==> config.mk <==
export PLATFORM = sky130hd
export DESIGN_NAME = rvig_lane
export DESIGN_NICKNAME = d
export VERILOG_FILES = /design/src/rtl/core/rvig_pkg.sv /design/src/rtl/core/rvig_lane.sv
export SDC_FILE = /design/constraint.sdc
export NUM_CORES = 2
export LEC_CHECK = 0
export ABC_CLOCK_PERIOD_IN_PS = 10800
export BUFFER_PORTS_ARGS = -buffer_cell sky130_fd_sc_hd__clkbuf_2
export CORE_MARGIN = 2
export CORE_UTILIZATION = 25
export DETAILED_ROUTE_END_ITERATION = 7
export SETUP_SLACK_MARGIN = 0.5
export SLEW_MARGIN = 20
export SYNTH_ARGS = -nofsm -noshare
export SYNTH_HDL_FRONTEND = slang
export SYNTH_SLANG_ARGS = --single-unit
==> constraint.sdc <==
create_clock -name clk -period 10.8 [get_ports clk]
set_clock_uncertainty 0.1 [all_clocks]
set_input_delay 2.16 -clock clk [delete_from_list [all_inputs] [get_ports clk]]
set_output_delay 2.16 -clock clk [all_outputs]
set_load 0.005 [all_outputs]
==> src/rtl/core/rvig_pkg.sv <==
package rvig_pkg;

  // sample format
  localparam int SAMPLE_BITS = 16;
  localparam int LANES       = 4;
  localparam int NUM_CH      = 4;
  localparam int CHAN_W      = 16;

  // fixed-point geometry
  localparam int POS_W     = 13;
  localparam int CPCT_W    = 15;
  localparam int PCT_W     = 16;
  localparam int DIM_W     = 14;
  localparam int CH_CNT_W  = 3;
  localparam int PCT_ONE   = 25600;
  localparam int PCT_ONE_W = 15;
  localparam int PX_W      = POS_W + PCT_ONE_W;       // pixel position, 1/25600 px
  localparam int DIFF_W    = DIM_W + CPCT_W;          // center and distance
  localparam int SQ_W      = 2 * DIFF_W + 2;          // sum of squares, even width
  localparam int D_W       = SQ_W / 2;                // root width
  localparam int REM_W     = D_W + 3;
  localparam int SQRT_STEPS = D_W;
  localparam int RH_W      = PCT_W + DIM_W;
  localparam int DEN_W     = RH_W + PCT_ONE_W;
  localparam int V_W       = 16;
  localparam int V_FRAC    = 12;
  localparam int PROD_W    = PCT_W + D_W;
  localparam int DIV_STEPS = V_W;
  localparam int RINIT_W   = PROD_W + V_FRAC - V_W;
  localparam int DREM_W    = DEN_W + 1;

  // stage counts
  localparam int WEIGHT_LAT = 4 + SQRT_STEPS + 1 + DIV_STEPS + 1;
  localparam int LANE_LAT   = 5;
  localparam int PIPE_LAT   = WEIGHT_LAT + LANE_LAT;

  localparam int IN_TDATA_W  = 96;
  localparam int OUT_TDATA_W = 64;
  localparam int CFG_IDX_W   = 3;
  localparam int CFG_DATA_W  = 16;

  typedef enum logic [CFG_IDX_W-1:0] {
    REG_CENTER_X = 3'd0,
    REG_CENTER_Y = 3'd1,
    REG_RADIUS   = 3'd2,
    REG_STRENGTH = 3'd3,
    REG_WIDTH    = 3'd4,
    REG_HEIGHT   = 3'd5,
    REG_CHANNELS = 3'd6
  } cfg_reg_t;

  typedef struct packed {
    logic [CPCT_W-1:0] center_x_pct;
    logic [CPCT_W-1:0] center_y_pct;
    logic [PCT_W-1:0]  radius_pct;
    logic [PCT_W-1:0]  strength_pct;
    logic [DIM_W-1:0]  image_width;
    logic [DIM_W-1:0]  image_height;
  } geom_cfg_t;

endpackage

==> src/rtl/core/rvig_lane.sv <==
// One channel: ceil(s * (4096M - v(M-s)) / 4096M), zero when the weight wins.
module rvig_lane (
  input  logic                              clk,
  input  logic                              en,
  input  logic [rvig_pkg::V_W-1:0]          v,
  input  logic [rvig_pkg::SAMPLE_BITS-1:0]  s,
  output logic [rvig_pkg::SAMPLE_BITS-1:0]  q
);

  localparam int SB    = rvig_pkg::SAMPLE_BITS;
  localparam int VF    = rvig_pkg::V_FRAC;
  localparam int T_W   = rvig_pkg::V_W + SB;
  localparam int NUM_W = SB + VF;
  localparam int B_W   = SB + NUM_W;
  localparam int C_W   = 2 * SB + 1;
  localparam logic [SB-1:0]    M    = '1;
  localparam logic [NUM_W-1:0] FULL = {M, {VF{1'b0}}};
  localparam logic [B_W:0]     BIAS = (B_W+1)'({M - SB'(1), {VF{1'b1}}});

  logic [T_W-1:0]   t;
  logic [SB-1:0]    s_a, s_b;
  logic [NUM_W-1:0] num;
  logic             pos_b, pos_c, pos_d;
  logic [B_W-1:0]   b;
  logic [C_W-1:0]   c;

  // corrections of c / M via folding (M = 2^SB - 1)
  logic [SB:0]   q0, q1, q2;
  logic [SB+1:0] r0, r1;
  logic [B_W:0]  bsum;

  assign bsum = (B_W+1)'(b) + BIAS;

  always_comb begin
    q0 = c[C_W-1:SB];
    r0 = (SB+2)'(c[SB-1:0]) + (SB+2)'(q0);
    if (r0 >= (SB+2)'(M)) begin
      r1 = r0 - (SB+2)'(M);
      q1 = q0 + 1'b1;
    end else begin
      r1 = r0;
      q1 = q0;
    end
    if (r1 >= (SB+2)'(M)) begin
      q2 = q1 + 1'b1;
    end else begin
      q2 = q1;
    end
  end

  always_ff @(posedge clk) begin
    if (en) begin
      t     <= v * (M - s);
      s_a   <= s;
      pos_b <= t < T_W'(FULL);
      num   <= FULL - NUM_W'(t);
      s_b   <= s_a;
      b     <= B_W'(s_b) * B_W'(num);
      pos_c <= pos_b;
      c     <= C_W'(bsum >> VF);
      pos_d <= pos_c;
      if (!pos_d)                   q <= '0;
      else if (q2 > (SB+1)'(M))     q <= M;
      else                          q <= q2[SB-1:0];
    end
  end

endmodule

; ---- Word-level counts from Yosys, hierarchy flattened
; Cells that the tools add are included.
[word_totals]
register_bits = 188
latch_bits = 0
ramBits = 0
rom_bits = 0
inputBits = 34
wordCells = 27
memories = 0
[classes]
add_sub_neg = 7
mul = 2
n_div = 0
magnitude_cmp = 4
eq_ne = 0
n_shift = 0
n_mux = 4
bitwise_logic = 0
n_reduce_logical = 0
[op_table]
columns = operator, count
row1 = $add 44x28->45 const B, 1
row2 = $mul 16x28->44, 1
row3 = $ge 18x16->1 const B, 2
row4 = $add 17x1->17 const B, 2
row5 = $mux 17, 2
row6 = $lt 32x28->1 const B, 1
row7 = $mul 17x17->32, 1
row8 = $sub 28x28->28 const A, 1
row9 = $add 16x17->18, 1
row10 = $mux 18, 1
row11 = $sub 18x16->18 const B, 1
row12 = $gt 17x16->1 const B, 1
row13 = $sub 16x16->17 const A, 1
row14 = $mux 16, 1

; ---- Logic depth before layout (Yosys ltp)
[depth]
ltp_word = 7
mapped_depth = 28

; ---- Worst setup path after synthesis
; OpenSTA, ideal clock, no wires.
[synth_path]
path_type = input to register
start = in s[7] (netlist bit)
end = reg t[31] (data pin)
arrival_time_ps = 7874
t_required_ps = 10440
setup_slack_ps = 2566
stages = 22
path_buffers = 1
path_cell_list = clkbuf_1 nand2b_1 fa_1 inv_1 fa_1 fa_1 fa_1 inv_1 fa_1 inv_1 fa_1 ha_1 or3_1 o211ai_1 a31oi_1 a41oi_1 a21oi_1 a41o_1 o41ai_1 o21bai_1 a21oi_1 xnor2_1
[synth_via]
elab_chain_len = 2
[synth_lines]
columns = item, line_no
row1 = start: declaration, rvig_lane.sv:6  ; input logic [rvig_pkg::SAMPLE_BITS-1:0] s,
row2 = $sub 16x16->17, rvig_lane.sv:53  ; t <= v * (M - s);
row3 = $mul 17x17->32, rvig_lane.sv:53
row4 = end signal: assignment, rvig_lane.sv:53
row5 = end: declaration, rvig_lane.sv:20  ; logic [T_W-1:0] t;
; No other way between the ends.
; A chain may end at the register's enable or synchronous reset.

; ---- Worst setup path in the final report
; Same ends and word-level chain as after synthesis.

==> impl_metrics.ini <==
[place]
place.port_buffers = 49
gp_congestion = 0.818
dp_hpwl_um = 55300

[yosys]
synth_mux_area_share_pct = 0.167
synth_seq_cells = 188
netlist_area_mm2 = 0.0315
ys_seq_area_share_pct = 17.9
ys.flop_type = edfxtp_1
synth_top_family_by_area = adder cells
synthArstFlopShare_pct = 0
synth_edf_count = 188
synth_compound_area_share_pct = 5.62
synthSimpleGateAreaFrac_pct = 17.7
synth_cell_types = 80
syn_nets = 4053
synthesis.instances = 3211
yosys.area_share.adder_pct = 45.3
syn_avg_cell_area_um2 = 9.82
synth-xor-area-share_pct = 4.22
synth_warnings = 0

[cts]
clockBufferDepth = 2
cts_sinks = 188
cts_resized = 0
cts_made_buffers = 17
clkSlewWorstSetupHoldPaths_ns = 0.08
holdBufCountCts = 0
cts_tree = built
clk_latency_ns = 0.49
ctsHtreeMaxLevel = 4
root_buffer = clkbuf_16
post-cts-setup-buffers = 0

[drt]
viasPerCell = 4.38
drt_pre_antenna_iters = 5
wl_met1_um = 32800
routed-wl-met3_um = 3820
avgRoutedWirePerCell_um = 15.0
drc = 0
vias = 21225
wl_um = 72700
highest-signal-layer = met4
ant_nets = 0
drt_iter0_markers = 1074
wl_met2_um = 34900

[sta]
slew_headroom_pct = 33.2
fin_crit_ns = 8.45
slew_violations = 0
fin_crit_sh_pct = 78.2
holdWs_ns = 0.312
fmax_ghz = 0.118
tns_ns = 0
rsz0062_at_grt = no
finalSetupViolations = 0
hold_viol = 0
worst_pin_slew_ns = 1.00

[status]
status = finished clean

[finish]
fill_cells = 13220
drive_above_1_share_pct = 4.31
final_core_util_pct = 27.3
syn2layout_area_growth_pct = 8.38
final_nets = 4029

[floorplanning]
start_util_pct = 25.1
die-area_mm2 = 0.129
die_h_um = 359
core_area_mm2 = 0.125
die_width_um = 359
fp-row-count = 130
io_pins = 50

[critical_path]
worstSetupEndpointType = register
crit_arrival_ns = 8.59
worstSetupStartpointType = primary input
required_ns = 10.94
r2r.worst_path.cells = 24
critical_path_class = primary input to register
regToRegSetupSlack_ns = 2.63
worstPathMaxFanout = 17

[global_route]
grt_pass1_vias = 23168
grt_use_total_pct = 11.8
grt-ovfl-total = 0
grt_max_degree = 115
grt_pass1_wl_um = 122000
grt_antenna_before_repair = 0

[worst_hold_path]
worstHoldPathType = register to register
min_path_cells = 0

[run]
maxCapViolCount = 0
[cell usage after synthesis (all sizes together) (11+ instances only)]
cell type | count | area (µm²)
o21ai | 37 | 185
buf | 12 | 68.8
clkbuf | 103 | 387
edfxtp | 188 | 5650
a31oi | 11 | 68.8
nand2 | 353 | 1330
nor3 | 30 | 150
a21oi | 66 | 334
xor2 | 54 | 480
nor2 | 66 | 248
nor4 | 14 | 158
nand3 | 47 | 235
xnor2 | 97 | 850
ha | 250 | 3130
and2 | 172 | 1080
and3 | 27 | 179
fa | 558 | 11200
inv | 635 | 2380
a21o | 32 | 241
nor2b | 131 | 820
nand4 | 15 | 100
o21a | 28 | 210
nand2b | 159 | 995
[area by class of cell]
class                      instances  area (µm²)  area share, %
antenna                            1        2.50        0.00732
clock buffer                      17         425           1.24
clock inverter                    15         178          0.520
inverter                         635        2380           6.97
multi-input combinational       2273       23000           67.4
sequential                       188        5650           16.5
tap                             1650        2060           6.04
timing repair buffer              72         427           1.25
[kinds of logic after synthesis]
group | after synthesis
compound gates | 257
flops | 188
simple gates | 1052
xor+xnor | 151
mux | 5
fa+ha+maj | 808
buf+inv | 750
[cell usage in the layout (no fill, tap or decap), types with 6 or more instances in the layout]
| master | Yosys | routed |
|---|---|---|
| edfxtp_1 | 188 | 188 |
| fa_1 | 558 | 558 |
| clkbuf_2 | 0 | 48 |
| nor2b_1 | 131 | 131 |
| inv_1 | 635 | 635 |
| a211oi_1 | 10 | 10 |
| xnor2_1 | 97 | 97 |
| a21oi_1 | 65 | 65 |
| xor2_1 | 53 | 53 |
| nand3_1 | 47 | 47 |
| or2_2 | 8 | 8 |
| buf_4 | 2 | 23 |
| nand2_1 | 352 | 352 |
| o21bai_1 | 10 | 10 |
| nor4_1 | 7 | 7 |
| and2_1 | 171 | 171 |
| nor2_1 | 66 | 66 |
| ha_1 | 250 | 250 |
| a41oi_1 | 6 | 6 |
| clkinv_8 | 0 | 6 |
| a21o_1 | 31 | 31 |
| clkbuf_16 | 0 | 17 |
| o21a_1 | 28 | 28 |
| o21ai_0 | 37 | 37 |
| nand4_1 | 14 | 14 |
| nand2b_1 | 159 | 159 |
| a31oi_1 | 11 | 11 |
| nor3_1 | 30 | 30 |
| and3_1 | 25 | 25 |
[critical path: stages]
cell and delay [ns]:
clkbuf_2 0.27, nand2b_1 0.26, fa_1 0.54, inv_1 0.05
fa_1 0.47, ha_1 0.23, fa_1 0.53, inv_1 0.05
fa_1 0.46, fa_1 0.54, inv_1 0.04, ha_1 0.35
a21oi_1 0.16, nor2b_1 0.05, o21ai_0 0.13, o21ai_0 0.22
o211ai_1 0.32, a31oi_1 0.21, a41oi_1 0.35, a21oi_1 0.13
a41o_1 0.27, o41ai_1 0.40, o21bai_1 0.11, a21oi_1 0.19
xnor2_1 0.07
[metal layers]
metal / vias up / GRT usage (%)
li1: 9923 / -
met1: 10721 / 15.3
met2: 493 / 20.1
met3: 88 / 1.91
met4: 0 / 3.11
met5: - / 0
[registers in the layout, indices dropped and copies added (netlist names)]
register,count
pos_d,1
c,33
t,32
s_b,16
pos_c,1
s_a,16
pos_b,1
q,16
num,28
b,44
[through the flow]
stage / setup slack, ns / cells / area (µm²)
floorplan: 2.57 / 3211 / 31500
global placement: 1.82 / 4818 / 33600
detailed placement: 1.81 / 4818 / 33600
CTS: 2.34 / 4850 / 34200
global route: 1.98 / 4850 / 34200
finish: 2.35 / 4851 / 34200
[final timing paths]
kind | from | end
worst max-delay path | s[7] | t[31]
worst min-delay path | s_a[0] | s_b[0]
worst max register to register | num[8] | b[43]
worst min register to register | s_a[0] | s_b[0]
Power is not shown: default switching activity piles up to over one toggle a cycle in this logic, so the estimate is an artifact.
